`src/gbr_pkg.sv`:
```
// Shared constants and types of the 3x3 Gaussian blur block.
package gbr_pkg;

    localparam int MAX_WIDTH_DEF    = 1024;
    localparam int CHANNEL_BITS_DEF = 8;

    localparam int ROW_W        = 12;
    localparam int COL_OUT_W    = 10;
    localparam int WIDTH_REG_W  = 11;
    localparam int HEIGHT_REG_W = 13;
    localparam int CFG_DATA_W   = 13;
    localparam int MAX_HEIGHT   = 4096;
    localparam int WIDTH_RESET  = 640;
    localparam int HEIGHT_RESET = 480;

    typedef enum logic [0:0] {
        CFG_FRAME_WIDTH  = 1'b0,
        CFG_FRAME_HEIGHT = 1'b1
    } t_cfg_idx;

    // Position of a pixel inside the window, oldest row or column first.
    typedef logic [1:0] t_slot;
    localparam t_slot SLOT_OLD = 2'd0;
    localparam t_slot SLOT_MID = 2'd1;
    localparam t_slot SLOT_NEW = 2'd2;

    // Window slots that feed the kernel taps, index 0 is the upper or left tap.
    typedef struct packed {
        t_slot [2:0] row;
        t_slot [2:0] col;
    } t_taps;

endpackage

```
`src/gbr_kernel.sv`:
```
// 1-2-1 by 1-2-1 kernel over the selected window taps, result divided by 16.
module gbr_kernel #(
    parameter int CHANNEL_BITS = 8
) (
    input  logic [2:0][2:0][3*CHANNEL_BITS-1:0] i_win,
    input  gbr_pkg::t_taps                      i_taps,
    output logic [3*CHANNEL_BITS-1:0]           o_pix
);

    localparam int PIX_W = 3 * CHANNEL_BITS;
    localparam int SUM_W = CHANNEL_BITS + 4;

    // tap_px[dc][dr] with the window slot resolved for the clamped border.
    logic [2:0][2:0][PIX_W-1:0] tap_px;

    always_comb begin
        for (int dc = 0; dc < 3; dc++) begin
            for (int dr = 0; dr < 3; dr++) begin
                tap_px[dc][dr] = i_win[i_taps.col[dc]][i_taps.row[dr]];
            end
        end
    end

    for (genvar k = 0; k < 3; k++) begin : g_chan
        logic [SUM_W-1:0] sum;

        always_comb begin
            sum = '0;
            for (int dc = 0; dc < 3; dc++) begin
                for (int dr = 0; dr < 3; dr++) begin
                    sum = sum + (SUM_W'(tap_px[dc][dr][k*CHANNEL_BITS +: CHANNEL_BITS])
                                 << (int'(dc == 1) + int'(dr == 1)));
                end
            end
        end

        assign o_pix[k*CHANNEL_BITS +: CHANNEL_BITS] = sum[SUM_W-1:4];
    end

endmodule
```
`config.mk`:
```
export PLATFORM = sky130hd
export DESIGN_NAME = gbr_kernel
export DESIGN_NICKNAME = d
export VERILOG_FILES = /design/src/gbr_pkg.sv /design/src/gbr_kernel.sv
export SDC_FILE = /design/constraint.sdc
export NUM_CORES = 1
export LEC_CHECK = 0
export ABC_AREA = 1
export BUFFER_PORTS_ARGS = -buffer_cell sky130_fd_sc_hd__buf_2
export CORE_AREA = 2 2 238 193
export DETAILED_ROUTE_END_ITERATION = 7
export DIE_AREA = 0 0 240 195
export GPL_ROUTABILITY_DRIVEN = 0
export PLACE_DENSITY = 0.54
export SYNTH_ARGS = -nofsm -noshare
export SYNTH_HDL_FRONTEND = slang
export SYNTH_SLANG_ARGS = --single-unit
export TNS_END_PERCENT = 100
```
`constraint.sdc`:
```
create_clock -name vclk -period 8.81
set_input_delay 1.762 -clock vclk [all_inputs]
set_output_delay 1.762 -clock vclk [all_outputs]
set_load 0.005 [all_outputs]
```
# Word-level counts from Yosys, hierarchy flattened
# Cells that the tools add are included.
dict set report op_classes {
  n_addsub 24
  magnitude_cmp 6
  muxes 24
}
# op count
set ops {}
lappend ops {{24-bit binary-select mux with 2-bit select} 9}
lappend ops {{72-bit binary-select mux with 2-bit select} 3}
lappend ops {{24-bit two-way mux} 9}
lappend ops {{72-bit two-way mux} 3}
lappend ops {{12-bit by 9-bit adder with 12-bit output} 7}
lappend ops {{12-bit by 8-bit adder with 12-bit output} 6}
lappend ops {{12-bit by 10-bit adder with 12-bit output} 3}
lappend ops {{10-bit by 8-bit adder with 11-bit output} 3}
lappend ops {{8-bit by 9-bit adder with 10-bit output} 3}
lappend ops {{11-bit by 9-bit adder with 12-bit output} 2}
lappend ops {{2-bit by 3-bit < comparator with 1-bit output (second input constant)} 6}
dict set report word_totals {
  ff_bits 0
  in_bits 228
  output_inout_bits 24
}

# Longest topological paths before layout
dict set report depth {
  ltp_word 12
  depth_mapped 32
  ltp_nobuf 29
}

# Least setup slack after synthesis
# Ideal clock, no wire load.
dict set report synth_timing {
  kind {input port to output port}
  from {input i_taps[1] in the netlist's numbering}
  to {output o_pix[21]}
  arrival_time_ns 6.356
  t_required_ns 7.048
  setup_slack_ns 0.692
  stages 27
  path_buffers 2
  cell_sequence {buf_4 clkbuf_1 nor2_1 o21ai_0 nand3_1 nand3_1 nand2_1 fa_1 ha_1 inv_1 o21bai_1 a21boi_0 nand2_1 nand2_1 nand2_1 ha_1 inv_1 fa_1 inv_1 fa_1 ha_1 ha_1 inv_1 o21ai_0 inv_1 nand2_1 xor2_1}
}
dict set report synth_between {
  elab_chain_len 12
}
# element line_no
set synth_lines {}
lappend synth_lines {{start: declaration} gbr_kernel.sv:6} ;# input gbr_pkg::t_taps i_taps,
lappend synth_lines {{72-bit binary-select mux with 2-bit select (*)} gbr_kernel.sv:19} ;# tap_px[dc][dr] = i_win[i_taps.col[dc]][i_taps.row[dr]];
lappend synth_lines {{72-bit two-way mux (not written as such) (*)} gbr_kernel.sv:19}
lappend synth_lines {{24-bit binary-select mux with 2-bit select} gbr_kernel.sv:19}
lappend synth_lines {{24-bit two-way mux (not written as such)} gbr_kernel.sv:19}
lappend synth_lines {{8-bit by 9-bit adder with 10-bit output} gbr_kernel.sv:31} ;# sum = sum + (SUM_W'(tap_px[dc][dr][k*CHANNEL_BITS +: CHANNEL_BITS])
lappend synth_lines {{10-bit by 8-bit adder with 11-bit output (*)} gbr_kernel.sv:31}
lappend synth_lines {{12-bit by 9-bit adder with 12-bit output (*)} gbr_kernel.sv:31}
lappend synth_lines {{12-bit by 10-bit adder with 12-bit output (*)} gbr_kernel.sv:31}
lappend synth_lines {{12-bit by 9-bit adder with 12-bit output (*)} gbr_kernel.sv:31}
lappend synth_lines {{12-bit by 8-bit adder with 12-bit output (*)} gbr_kernel.sv:31}
lappend synth_lines {{12-bit by 9-bit adder with 12-bit output (*)} gbr_kernel.sv:31}
lappend synth_lines {{12-bit by 8-bit adder with 12-bit output (*)} gbr_kernel.sv:31}
lappend synth_lines {{end: declaration} gbr_kernel.sv:7} ;# output logic [3*CHANNEL_BITS-1:0] o_pix
# Every way passes the cells marked *; elsewhere a longest branch is shown, timed or not. The select of a mux whose other input is x is not followed.

# Final worst setup path
dict set report layout_timing {
  from {input i_taps[0] in the netlist's numbering}
  to {output o_pix[23]}
}
# Same word-level chain as after synthesis.

==> flow_metrics.tcl <==
set metrics [dict create \
    critPathMostFrequentCell "fa_1" \
    drtPass1Iterations 6 \
    startpoint_type "input pin" \
    final_cells 3495 \
    worstPathRequired_ns 7.05 \
    finalCritPeriodShare_pct 97.3 \
    antenna_found_initial 6 \
    p_comb_share_pct 100.0 \
    yosys.cell_types.count 44 \
    synth_common_cells "nand2_1, nand3_1, inv_1" \
    synth.mux.area_fraction_pct 0 \
    synthXorXnorAreaFrac_pct 0.964 \
    portBuffers 252 \
    switching_power_uw 2640 \
    grt_pass1_wl_um 109000 \
    via_count 20087 \
    io_pins 252 \
    fmax_mhz 117 \
    wl_per_cell_um 20.8 \
    period_needed_ns 8.57 \
    grt-ovfl-total 0 \
    synth_adder_area_share_pct 23.4 \
    rows 69 \
    drt_iter0_markers 2497 \
    ys_top_cells_by_area "nand2_1, fa_1, nand3_1" \
    ctsHoldBuffers 0 \
    die_x_um 240 \
    dp.cells 3483 \
    synth_top_area_share_pct 20.3 \
    worstMarginPinSlew_ns 0.712 \
    syn_area_um2 15500 \
    swShare_pct 58.3 \
    clock_power_share_pct 0 \
    num-clock-buffers 0 \
    cp_max_fo 10 \
    drc 0 \
    synth-compound-area-share_pct 18.9 \
    seq_area_frac_synth_pct 0 \
    fin_hold_ws_ns 4.71 \
    cp-end-kind "output pin" \
    core_um2 44200 \
    synth-simple-area-share_pct 41.3 \
    hold_violations 0 \
    status "finished, final reports clean" \
    regArea_um2 0 \
    hold_path.class "in2out" \
    syn_avg_cell_area_um2 5.68 \
    syn_inst 2722 \
    areaGrowthSynthToFinish_pct 13.5 \
    slew_viol_final 0 \
    drive_above_1_share_pct 16.3 \
    dieArea_um2 46800 \
    synth_top_family_by_area "simple AND/OR/NAND/NOR gates" \
    yosysMostFrequentCell "nand2_1" \
    finalSetupTns_ns 0 \
    grt_util_all_layers_pct 29.8 \
    p_leak_uw 0.00941 \
    grt_pass1_vias 18966 \
    timing.max_cap.violations 0 \
    p_per_area_nw_per_um2 258 \
    avgViaCountPerCell 5.75 \
    dp_worst_setup_slack_ns -0.0156 \
    seq_cell_count 0 \
    intPower_uw 1880 \
    crit_type "in2out" \
    ys.warnings.count 0 \
    setup_violations 0 \
    layout_setup_ws_ns 0.242 \
    start_util_pct 35.0 \
    seqPwrFrac_pct 0 \
    dp_hpwl_um 54500 \
    crit_slowest_cell "fa_1" \
    final_nets 3315 \
    yosys.area.top_type "nand2_1" \
    maxSlewHeadroom_pct 52.0 \
    ir_drop_uv 542 \
    rsz0062_at_grt "false" \
    wl_um 72700 \
    final_antenna_net_count 0 \
    final_util_pct 39.7 \
    arrival_ns 6.81 \
    syn_nets 3149 \
    max_stage_delay_ns 0.57 \
    die_y_um 195 \
    grt_start_max_net_pins 62 \
]
[power groups by stage]
stage | Clock (µW) | Combinational [µW] | Sequential (µW)
final | 0.0000915 | 4520 | 0
after global routing | 0.0000761 | 5130 | 0
after CTS | 0 | 4510 | 0
after detailed placement | 0 | 4480 | 0
after global placement | 0 | 4420 | 0
after floorplan | 0 | 2820 | 0
[critical path: cells and delay by family]
kind	cells	cell delay, ns
and+or+nand+nor	8	0.74
AOI/OAI and AO/OA	5	0.68
adders and majority gates	7	2.69
buffers and inverters	8	0.92
[placed cells by master, fill, tap and decap left out, types with 2 or more instances in the layout]
master / count
a21boi_0: 5
a21boi_1: 4
a21o_1: 2
a21oi_1: 139
a21oi_2: 11
a22oi_1: 7
buf_12: 14
buf_2: 249
buf_4: 78
buf_6: 5
clkbuf_16: 2
diode_2: 6
fa_1: 150
ha_1: 47
ha_4: 2
inv_1: 340
inv_2: 6
inv_4: 6
nand2_1: 834
nand2_4: 2
nand3_1: 599
nor2_1: 38
nor2_4: 4
o211ai_1: 33
o211ai_2: 10
o21a_1: 2
o21ai_0: 94
o21ai_1: 97
o21ai_2: 65
o21bai_1: 3
o22ai_1: 2
o22ai_2: 6
xnor2_1: 5
xor2_1: 12
[metal layers]
metal  part of all wire (%)  vias to the layer above  GRT usage [%]
li1                       -                     9221              -
met1                     40                     9192           41.7
met2                     42                     1466           44.8
met3                     14                      208           7.31
met4                    3.7                        0           9.36
met5                      0                        -              0
[kinds of logic after synthesis]
group	after synthesis
and+or+nand+nor	1483
buffers and inverters	540
AOI/OAI and AO/OA	483
adders and majority gates	199
xor gates and xnor gates	17
[what timing repair did]
action / in CTS / in global routing
pin swaps: 0 / 2
gates cloned: 0 / 2
resized for setup: 3 / 50
endpoints found under the setup margin: 2 / 7
setup buffers: 0 / 4
[stage by stage]
stage / total power, µW / area (µm²)
after floorplan: 2820 / 15500
after global placement: 4420 / 17300
after detailed placement: 4480 / 17300
after CTS: 4510 / 17300
after global routing: 5130 / 17500
final: 4520 / 17500
[layout make-up]
type                       count  area, µm²
fill                        4926      26700
antenna                        6       15.0
tap                          603        754
timing repair buffer         350       2240
multi-input combinational   2182      13200
inverter                     354       1350
[final timing paths]
check	from	to	slack (ns)	cells past startpoint
worst min-delay path	i_win[199]	o_pix[7]	4.71	11
worst max-delay path	i_taps[0]	o_pix[23]	0.24	28
Note: power is estimated with default switching activity, not from simulation.
