## src/gbr_col_cell.sv

```systemverilog
// One window column cell: holds three pixels and passes them to its neighbor on a shift.
module gbr_col_cell #(
    parameter int PIX_W = 24
) (
    input  logic                  i_clk,
    input  logic                  i_rst_n,
    input  logic                  i_shift,
    input  logic [2:0][PIX_W-1:0] i_col,
    output logic [2:0][PIX_W-1:0] o_col
);

    logic [2:0][PIX_W-1:0] r_col;

    always_ff @(posedge i_clk) begin
        if (!i_rst_n) begin
            r_col <= '0;
        end else if (i_shift) begin
            r_col <= i_col;
        end
    end

    assign o_col = r_col;

endmodule

```

## config.mk

```make
export PLATFORM = sky130hd
export DESIGN_NAME = gbr_col_cell
export DESIGN_NICKNAME = d
export VERILOG_FILES = /design/src/gbr_col_cell.sv
export SDC_FILE = /design/constraint.sdc
export NUM_CORES = 1
export LEC_CHECK = 0
export BUFFER_PORTS_ARGS = -buffer_cell sky130_fd_sc_hd__buf_2
export CELL_PAD_IN_SITES_DETAIL_PLACEMENT = 2
export CELL_PAD_IN_SITES_GLOBAL_PLACEMENT = 2
export CORE_UTILIZATION = 24
export DETAILED_ROUTE_END_ITERATION = 8
export PLACE_DENSITY_LB_ADDON = 0.05
export SLEW_MARGIN = 20
export SYNTH_ARGS = -nofsm -noshare
export SYNTH_HDL_FRONTEND = slang
export SYNTH_SLANG_ARGS = --single-unit
```

## constraint.sdc

```tcl
create_clock -name i_clk -period 0.8 [get_ports i_clk]
set_input_delay 0.12 -clock i_clk [delete_from_list [all_inputs] [get_ports i_clk]]
set_output_delay 0.12 -clock i_clk [all_outputs]
set_load 0.02 [all_outputs]
```

-- Yosys cells after proc, flatten, opt, wreduce, memory -nomap -nowiden
Index checks and enable logic that the tools add are counted.
- register bits after elaboration: 72
- latch bits: 0
- memory bits (writable): 0
- ROM bits: 0
- bits of input ports: 75
- word-level logic and storage cells: 3
- memories: 0
- add/subtract/negate cells: 0
- multipliers: 0
- div/mod/pow operators: 0
- $lt $le $gt $ge: 0
- eq/ne operators: 0
- shift operators: 0
- muxes and demuxes: 0
- bitwise gates (word level): 0
- reductions and logical operators: 0

-- Longest topological paths before layout
Gate-level depths: netlist of the first run.
- depth in word-level cells: 0
- gate-level depth with buffers: 4
- depth with buffers taken out: 2

-- Worst setup path after synthesis of the first run
OpenSTA, ideal clock, no wires.
- path type: input to register
- from: in i_shift
- to: reg r_col, in the netlist o_col[0]
- arrival time: 0.649 ns
- setup slack: 0.035 ns
- stages: 4
- buffers on the path: 2
- path through: buf_6 buf_8 mux2i_1 nor2b_1
- RTL lines (what ; RTL line ; source):
    start: declaration ; 7 ; input logic i_shift,
    end signal: assignment ; 18 ; r_col <= i_col;
    end: declaration ; 12 ; logic [2:0][PIX_W-1:0] r_col;

-- Final worst setup path of the first run
- from: reg r_col, in the netlist o_col[42]
- to: out o_col[42] (netlist bit)
- RTL lines (what ; RTL line ; source):
    end: declaration ; 9 ; output logic [2:0][PIX_W-1:0] o_col
No word-level cell between the ends.

==> results.md, run 1 <==
- Status: complete, but fails checks
- Failing checks: setup timing
- Non-Filler Instances: 529
- Share of the synthesized area in the top cell type: between 50% and 60%
- CP endpoint: o_col[42]
- Drt pass-1 iters: 3
- # diodes: 0
- Worst path required time: between 0.6 and 0.7 ns
- Syn Area/Cell: 11.9 sq um
- Synth top area cells: dfxtp_1 (52%), mux2i_1 (26%), nor2b_1 (16%)
- Initial antenna violation count: 0
- Die X: 109 um
- Ys async rst share: 0%
- Reg2Reg Capture Point: o_col[41]
- Clock latency on the worst-skew pair: 0.32 ns
- Hpwl dp: 5350 um
- Cells after synthesis: ~230
- Layout Skew: 0 ns
- Layout cells sized above 1: between 60% and 70%
- Area Overhead vs Synth: 62.2%
- Setup Crit Path Kind: flop to output port
- Worst Path Arrival: 0.78 ns
- Number of distinct library cells after synthesis: 7
- Synth Register Bits: 72
- Pin count of the biggest net entering global routing: 43
- Max reg flops: slightly above 70
- Core footprint: 0.0110 sq mm
- Post-synth EDFFs: 0
- Detailed Route Iter0 Violations: 18
- Post-synthesis net count: 307
- CTS hold repair buffers: 0
- Row cnt: 38
- Routed WL per cell: between 10 and 15 um
- CTS buffer count: 9
- Setup violations, final: 72
- Cells on worst reg2reg path: 3
- Clock H-tree levels: 3
- Clk slew on worst S/H paths: 0.06 ns
- Vias in the first global route: about 2400
- GRT overflow: 0
- Max-slew violations: 0
- CP max FO: 2
- P_leak: 2.11 nW
- Hold Vio Cnt, Final: 0
- Final worst slack: -0.0980 ns
- RSZ-0062 raised after global routing: yes
- Hold Path Class: input port to flop
- VDD IR max: 1.11 mV
- Starting Density: 25.0%
- Top post-synthesis cells by count: dfxtp_1 (72), mux2i_1 (72), nor2b_1 (72)
- DR vias/cell: 4.20
- Max Freq: 1110 MHz
- Sw frac: 25.2%
- Final routed DRC violation total: 0
- CTS sink count: 72
- Crit path buffers/inverters: 1
- DRT Wirelength: 7490 um
- Pwr Density: 2020 mW/mm^2
- RR Startpoint: o_col[41]
- Largest area contributor in the synthesized netlist: dfxtp_1
- Vias: around 2200
- Placed cell count: approximately 500
- Internal: approximately 0.0068 W
- Io pins: 147
- CP Depth: 1
- Die Height: around 110 um
- Primary FF master, synth: dfxtp_1
- Crit path max-delay cell type: dfxtp_2
- Max_cap viols: 0
- Logic gate share of total power: about 17%
- Worst setup EP type: output port
- I/O Buffers: 146
- CP delay by family, top: flip-flops
- GP Congestion: 0.651
- Netlist Area Pre-Place: 0.00276 sq mm
- # nets final: 460
- Crit path launch: o_col[42]
- CP Launch Type: flop
- Synth warn: 0
- Crit path largest cell delay: 0.34 ns
- P_sw: 0.00227 W
- Final period utilization: 112%
- Worst slack at placement: -0.117 ns
- First-pass GRT wire length: 11600 um
- Maximum buffer depth of the clock tree: 2
- Die area: between 0.01 and 0.015 sq mm
- CTS tree: yes
- FF-to-FF setup slack: 0.04 ns
- Slew @ Worst Pin: 0.160 ns
- Clock Power Share: 38.8%
- Register area share after synthesis: 52.2%
- Seq pwr share: between 40% and 50%
- GRT Resource Usage Total: about an eighth
- Cell breakdown of the critical path: buf_6
- DRT antenna net count: 0
- Min Tclk post-route: 0.898 ns
- Root Driver: clkbuf_16
- Slew HR: 89.0%
==> worst min-delay path by stage <==
stage	start	end	slack, ns	cells past startpoint
global placement	i_col[43]	o_col[43]	0.37	3
global route	i_col[10]	o_col[10]	0.06	3
CTS	i_col[9]	o_col[9]	0.04	3
floorplan	i_col[0]	o_col[0]	0.29	2
finish	i_col[9]	o_col[9]	0.05	3
detailed placement	i_col[48]	o_col[48]	0.39	3
==> timing repair <==
action | in CTS | in global routing
pin swaps | 0 | 0
gates resized for setup | 216 | 2
setup endpoints to repair | 72 | 73
cloned | 0 | 0
setup buffers | 4 | 2
==> through the flow <==
stage / util (%) / area [sq um] / hold WS [ns] / power [W] / setup TNS (ns)
after floorplan: - / 2760 / 0.289 / 0.00476 / 0
after global placement: 32.9 / 3630 / 0.375 / 0.00523 / -4.34
after detailed placement: 32.9 / 3630 / 0.389 / 0.00526 / -5.51
after CTS: 40.4 / 4450 / 0.0446 / 0.00923 / -7.51
after global routing: 40.6 / 4480 / 0.0561 / 0.00951 / -8.70
final: 40.6 / 4480 / 0.0540 / 0.00904 / -6.22
==> cell usage in the layout (no fill, tap or decap) <==
cell / instances
buf_6: 73
clkinvlp_4: 1
clkinv_2: 3
nor2b_1: 72
mux2i_1: 71
mux2i_2: 1
clkbuf_1: 2
clkbuf_16: 9
buf_12: 5
buf_4: 7
dfxtp_2: 72
buf_2: 73
==> cells by family (layout without fill, tap and decap cells) <==
logic type / count (synthesis) / count (layout) / synth area share [%]
muxes: 72 / 72 / 26.1
and+or+nand+nor: 72 / 72 / 16.3
DFF: 72 / 72 / 52.2
buffers and inverters: 16 / 173 / 5.35
==> tightest hold or removal path, cell delays in order <==
cell,delay (ns)
buf_2,0.08
mux2i_1,0.05
nor2b_1,0.09
==> cell type report <==
| type | instances | area (sq um) |
|---|---|---|
| tap | 140 | 175 |
| clock inverter | 4 | 22.5 |
| multi-input combinational | 144 | 1170 |
| fill | 1175 | 6550 |
| clock buffer | 11 | 233 |
| timing repair buffer | 158 | 1340 |
| sequential | 72 | 1530 |
==> routing by layer <==
layer | track usage (%) | vias up | part of all wire [%] | wire length (um)
li1 | - | 1071 | - | -
met1 | 13.9 | 1070 | 38 | 2880
met2 | 22.4 | 79 | 52 | 3890
met3 | 6.40 | 4 | 9.0 | 671
met4 | 4.57 | 0 | 0.64 | 48
met5 | 0 | - | 0 | 0
==> power by group through the flow <==
| stage | sequential (W) | combinational, W | clock (W) |
|---|---|---|---|
| finish | 0.00400 | 0.00153 | 0.00351 |
| global route | 0.00402 | 0.00165 | 0.00383 |
| CTS | 0.00400 | 0.00155 | 0.00368 |
| detailed placement | 0.00398 | 0.00128 | 0 |
| global placement | 0.00397 | 0.00126 | 0 |
| floorplan | 0.00424 | 0.000515 | 0 |
Note: power is estimated with default switching activity, not from simulation.
==> inputs of run 2 (changes only) <==
Settings changed: ABC_AREA from default to 1, CELL_PAD_IN_SITES_DETAIL_PLACEMENT 2 to default, CELL_PAD_IN_SITES_GLOBAL_PLACEMENT 2 to default, CORE_UTILIZATION 24 to 41.
==> run 2 against run 1 <==
  * The flow still finishes with violations (setup timing)
  * Critical endpoint is now o_col[50]
  * Worst hold slack improved by 0.0097 ns
  * Clock skew did not move
  * Synthesized area increased by 7.2%
  * Via count up 27%
  * Largest power group unchanged
  * Worst setup slack got worse by 0.014 ns
  * Die area decreased by 37%
  * Register-to-register slack better by 0.09 ns
  * Synthesized cell count rose by 97%
  * Count of clock-buffer cells in the layout up 1
  * Critical path depth is the same
  * Highest routed layer unchanged
  * Total power down 8.4%
==> results.md, run 2 <==
- CTS buffer count: 9
- CP max FO: 2
- Failing checks: setup timing
- Number of distinct library cells after synthesis: 7
- GRT overflow: 0
- GRT Resource Usage Total: around 17%
- Synth Area in Compound Gates: 0%
- Die X: 87.0 um
- Max_cap viols: 0
- P_sw: 0.00228 W
- Fillers: 617
- Worst path required time: a little under 0.7 ns
- Die area: about 0.0076 sq mm
- Netlist Area Pre-Place: 0.00296 sq mm
- Synth Area in XOR/XNOR: 0%
- DRT antenna net count: 0
- Max-slew violations: 0
- Synth Register Bits: between 70 and 80
- Initial antenna violation count: 0
- Status: complete, but fails checks
- Root Driver: clkbuf_8
- Drt pass-1 iters: 4
- Largest area contributor in the synthesized netlist: dfxtp_1
- Hold Path Stages: 5
- Die Height: 87.0 um
- Clk slew on worst S/H paths: 0.08 ns
- Post-synthesis net count: 531
- Maximum buffer depth of the clock tree: 2
- GP Congestion: between 0.7 and 0.8
- # nets final: 671
- Share of the synthesized area in the top cell type: about half
- CP Launch Type: flop
- CTS sink count: 72
- Syn Area/Cell: around 6.5 sq um
- Vias in the first global route: 2442
- Synth Area in Simple Gates: 36.5%
- Clock H-tree levels: 3
- Crit path max-delay cell type: dfxtp_2
- Slew HR: 85.4%
- Core footprint: 0.00687 sq mm
- Routed WL per cell: 9.44 um
- Min Tclk post-route: 0.912 ns
- Ys async rst share: 0%
- Final worst slack: -0.112 ns
- Io pins: 147
- Setup Crit Path Kind: flop to output port
- Final routed DRC violation total: 0
- CP Depth: 1
- DR vias/cell: 4.07
- Pwr Density: approximately 1900 mW/mm^2
- Internal: around 0.006 W
- Pin count of the biggest net entering global routing: 56
- Detailed Route Iter0 Violations: slightly above 60
- Layout cells sized above 1: about 40%
- Max reg flops: 72
- Final period utilization: 114%
- Register area: 0.00153 sq mm
- Cells after synthesis: approximately 460
- Cells on worst reg2reg path: 3
- RSZ-0062 raised after global routing: yes
- Cell breakdown of the critical path: buf_6
- Main combinational cell family by area after synthesis: simple AND/OR/NAND/NOR gates
- Vias: about 2800
- Crit path buffers/inverters: 1
- # diodes: 0
- Seq pwr share: 49.0%
- Placed cell count: 680
- Hold Path Class: input port to flop
- Worst setup EP type: output port
- First-pass GRT wire length: 10300 um
- CTS tree: yes
- Sw frac: 27.6%
- Hpwl dp: 4280 um
- Post-synth EDFFs: 0
- Primary FF master, synth: dfxtp_1
- Crit path largest cell delay: roughly 0.35 ns
- DRT Wirelength: 6570 um
- Design Area, Final: 0.00446 sq mm
- Starting Density: 43.1%
- CP delay by family, top: flip-flops
- I/O Buffers: approximately 150
- Logic gate share of total power: 20.6%
- Area Overhead vs Synth: 50.8%
- Layout Skew: 0 ns
- Max Freq: 1100 MHz
- Mux share of post-synthesis cell area: 0%
- Row cnt: 30
- Clock Power Share: 30.3%
- Commonest non-fill, non-tap cells in the layout: nor2_1 (144), nand2_1 (144), buf_2 (73)
- VDD IR max: 0.874 mV
- Post-Synth Adder-Cell Area: 0%
- Synth top area cells: dfxtp_1 (49%), nand2_1 (18%), nor2_1 (18%)
- Worst Path Arrival: 0.79 ns
- Top post-synthesis cells by count: nand2_1 (144), nor2_1 (144), dfxtp_1 (72), inv_1 (72), buf_2 (16)
- Synth warn: 0
- Cell Area, Placed: 0.00374 sq mm
- P_leak: 2.54 nW
- Non-Filler Instances: 696
- CTS hold repair buffers: 0
- Clock latency on the worst-skew pair: 0.32 ns
- Hold Vio Cnt, Final: 0
- Setup violations, final: 72
- Register area share after synthesis: around half
- Slew @ Worst Pin: 0.219 ns
- Multi-input logic area: approximately 0.0011 sq mm
-- run 2: layer usage --
metal	routed length [um]	part of all wire, %	GRT usage (%)	up-vias
met5	0	0	0	-
met4	90	1.4	7.27	0
met3	541	8.2	6.07	9
met2	3170	48	30.6	84
met1	2760	42	19.2	1183
li1	-	-	-	1557
-- run 2: area by class of cell --
class / instances / area share [%]
Multi-Input combinational cell: 288 / 24.2
Timing Repair Buffer: 153 / 28.8
Clock inverter: 3 / 0.393
Sequential cell: 72 / 34.3
Tap cell: 96 / 2.69
Clock buffer: 12 / 3.48
Inverter: 72 / 6.06
-- run 2: worst paths after layout --
kind | startpoint | endpoint | slack [ns]
hold / removal | i_col[53] | o_col[53] | 0.06
setup / recovery | o_col[50] | o_col[50] | -0.11
setup reg to reg | o_col[11] | o_col[11] | 0.13
hold reg to reg | o_col[62] | o_col[62] | 0.48
-- run 2: power by group through the flow --
| stage | Clock, W | Sequential, W | Combinational, W |
|---|---|---|---|
| final | 0.00251 | 0.00406 | 0.00171 |
| after global routing | 0.00277 | 0.00409 | 0.00188 |
| after CTS | 0.00261 | 0.00406 | 0.00172 |
| after detailed placement | 0 | 0.00403 | 0.00142 |
| after global placement | 0 | 0.00402 | 0.00141 |
| after floorplan | 0 | 0.00434 | 0.000601 |
-- run 2: cell families (layout without fill, tap and decap cells) --
kind of cell,after synthesis,in the layout
buffers and inverters,96,240
DFF,72,72
and+or+nand+nor,288,288
-- run 2: through the flow --
stage / worst slack, ns / TNS [ns] / util, % / hold WS [ns] / power [W]
6_report: -0.112 / -6.99 / 65.0 / 0.0637 / 0.00828
5_1_grt: -0.152 / -9.63 / 65.0 / 0.0650 / 0.00874
4_1_cts: -0.133 / -8.51 / 65.0 / 0.0452 / 0.00839
3_5_place_dp: -0.0283 / -0.0878 / 54.5 / 0.409 / 0.00545
3_3_place_gp: -0.000336 / -0.000336 / 54.5 / 0.400 / 0.00543
2_1_floorplan: 0.0366 / 0 / - / 0.308 / 0.00495
-- run 2: worst min-delay path, stage by stage --
cell and delay [ns]:
buf_2 0.09, inv_1 0.04, nand2_1 0.04, nand2_1 0.05, nor2_1 0.03
-- run 2: timing repair --
item,4_1_cts,5_1_grt
setup buffers,1,0
gates resized for setup,216,0
gates cloned,0,0
setup endpoints to repair,72,72
==> inputs of run 3 (changes only) <==
Settings changed: ABC_AREA 1 to default, CAP_MARGIN from default to 0, CORE_UTILIZATION 41 to 40.
==> run 3 against run 2 <==
  * Die area fell by 4.3%
  * Clock skew did not move
  * First-iteration DRC count fell by 56%
  * Count of clock-buffer cells in the layout did not move
  * Critical path depth did not move
  * The flow still finishes with violations (setup timing)
  * Total power fell by 1.4%
  * Utilization rose by 1.2 points
  * Largest power group unchanged
==> results.md, run 3 (same netlist as run 1, synthesis figures left out) <==
- Starting Density: 42.5%
- Hold path start: i_col[29]
- Most common cell after layout, fill and taps aside: buf_2
- Hold Path Class: input port to flop
- Hpwl dp: 4120 um
- Detailed Route Iter0 Violations: 27
- Hold EP: o_col[29]
- Pwr Density: 1900 mW/mm^2
- CP Launch Type: flop
- RSZ-0062 raised after global routing: yes
- Fillers: 542
- Initial antenna violation count: 0
- Setup Crit Path Kind: flop to output port
- Final worst slack: -0.119 ns
- Commonest non-fill, non-tap cells in the layout: buf_2 (73), mux2i_1 (72), nor2b_1 (72), dfxtp_2 (72), buf_6 (72)
- CTS tree: yes
- Crit path largest cell delay: 0.35 ns
- DRT Wirelength: 6050 um
- Slew @ Worst Pin: 0.148 ns
- CP max FO: 2
- Max_cap viols: 0
- Multi-input logic area: ~0.0012 sq mm
- Layout cells sized above 1: ~62%
- Reg2Reg Capture Point: o_col[32]
- Worst path required time: 0.68 ns
- Drt pass-1 iters: 2
- First-pass GRT wire length: 9340 um
- DRT antenna net count: 0
- CTS hold repair buffers: 0
- GRT overflow: 0
- Min Tclk post-route: 0.919 ns
- Max Freq: 1090 MHz
- Vias in the first global route: 2023
- Final period utilization: 115%
- CTS buffer count: 9
- Die Height: 85.1 um
- Maximum buffer depth of the clock tree: 2
- Status: complete, but fails checks
- Slew HR: 89.8%
- Power Total: between 0.008 and 0.009 W
- CTS sink count: 72
- I/O Buffers: 146
- Row cnt: 29
- Die area: between 0.007 and 0.008 sq mm
- GRT Resource Usage Total: 16.9%
- Die X: 85.1 um
- Max-slew violations: 0
- P_leak: 2.06 nW
- Layout Skew: 0 ns
- Worst slack at placement: -0.119 ns
- Register area: 0.00153 sq mm
- Crit path max-delay cell type: dfxtp_2
- Worst setup EP type: output port
- Root Driver: clkbuf_8
- DR vias/cell: 4.55
- Cell breakdown of the critical path: buf_6
- # diodes: 0
- RR Startpoint: o_col[32]
- Hold Path Stages: 3
- Final routed DRC violation total: 0
- Clk slew on worst S/H paths: 0.07 ns
- CP delay by family, top: flip-flops
- Clock latency on the worst-skew pair: 0.33 ns
- GP Congestion: 0.801
- Crit path buffers/inverters: 1
- Failing checks: setup timing
- Clock H-tree levels: 3
- Max reg flops: 72
- Routed WL per cell: ~13 um
- Cells on worst reg2reg path: 3
- VDD IR max: approximately 1 mV
- Core footprint: about 0.0065 sq mm
- Io pins: 147
- Hold Vio Cnt, Final: 0
- Area Overhead vs Synth: 55.7%
- # nets final: 456
- Setup violations, final: just over 70
- Vias: 2105
- Worst Path Arrival: ~0.8 ns
- FF-to-FF setup slack: 0.05 ns
- Pin count of the biggest net entering global routing: 42
- TNS Setup: -7.34 ns
-- run 3: cell count changes in the layout (fill, tap and decap cells not counted), sizes merged, moves of 72 or more --
cell   change
inv       -72
mux2i     +72
nand2    -144
nor2     -144
nor2b     +72
-- run 3: per-layer routing --
| layer | up-vias | global-route usage (%) | part of all wire (%) |
|---|---|---|---|
| li1 | 1061 | - | - |
| met5 | - | 0 | 0 |
| met1 | 947 | 19.0 | 41 |
| met4 | 0 | 8.78 | 1.9 |
| met3 | 11 | 5.16 | 7.1 |
| met2 | 86 | 28.8 | 50 |
-- run 3: power by group --
part / internal (W) / switching, W / total (W) / leakage (nW)
sequential: 0.00384 / 0.000145 / 0.00399 / 0.620
combinational: 0.000838 / 0.000657 / 0.00150 / 1.35
clock: 0.00143 / 0.00125 / 0.00268 / 0.0941
-- run 3: area by class of cell --
cell class / count / area share, %
clock buffers: 12 / 3.14
repair buffers: 154 / 30.7
well taps: 77 / 2.24
clock inverters: 4 / 1.05
multi-input cells: 144 / 27.2
flip-flops and latches: 72 / 35.6
-- run 3: timing repair --
| action | 4_1_cts | 5_1_grt |
|---|---|---|
| buffers inserted | 1 | 1 |
| endpoints found under the setup margin | 72 | 72 |
| gates resized for setup | 216 | 0 |
-- run 3: worst max path at each step --
stage                endpoint  slack [ns]      start  cells after the start
floorplan            o_col[0]        0.04    i_shift                      4
global route        o_col[15]       -0.16  o_col[15]                      1
CTS                 o_col[65]       -0.13  o_col[65]                      1
finish               o_col[7]       -0.12   o_col[7]                      1
detailed placement  o_col[32]       -0.12    i_shift                      4
global placement    o_col[19]       -0.09    i_shift                      4
-- run 3: through the flow --
stage                     cell area (sq um)  util, %  hold slack [ns]  std cells
after floorplan                        2760        -            0.289        232
after global placement                 3560     54.8            0.374        445
after detailed placement               3560     54.8            0.384        445
after CTS                              4290     66.1           0.0238        462
after global routing                   4300     66.2           0.0246        463
final                                  4300     66.2           0.0393        463
-- run 3: worst register-to-register path: stages (launching register included) --
cell     delay (ns)
dfxtp_2        0.32
buf_4          0.12
mux2i_1        0.14
nor2b_1        0.06
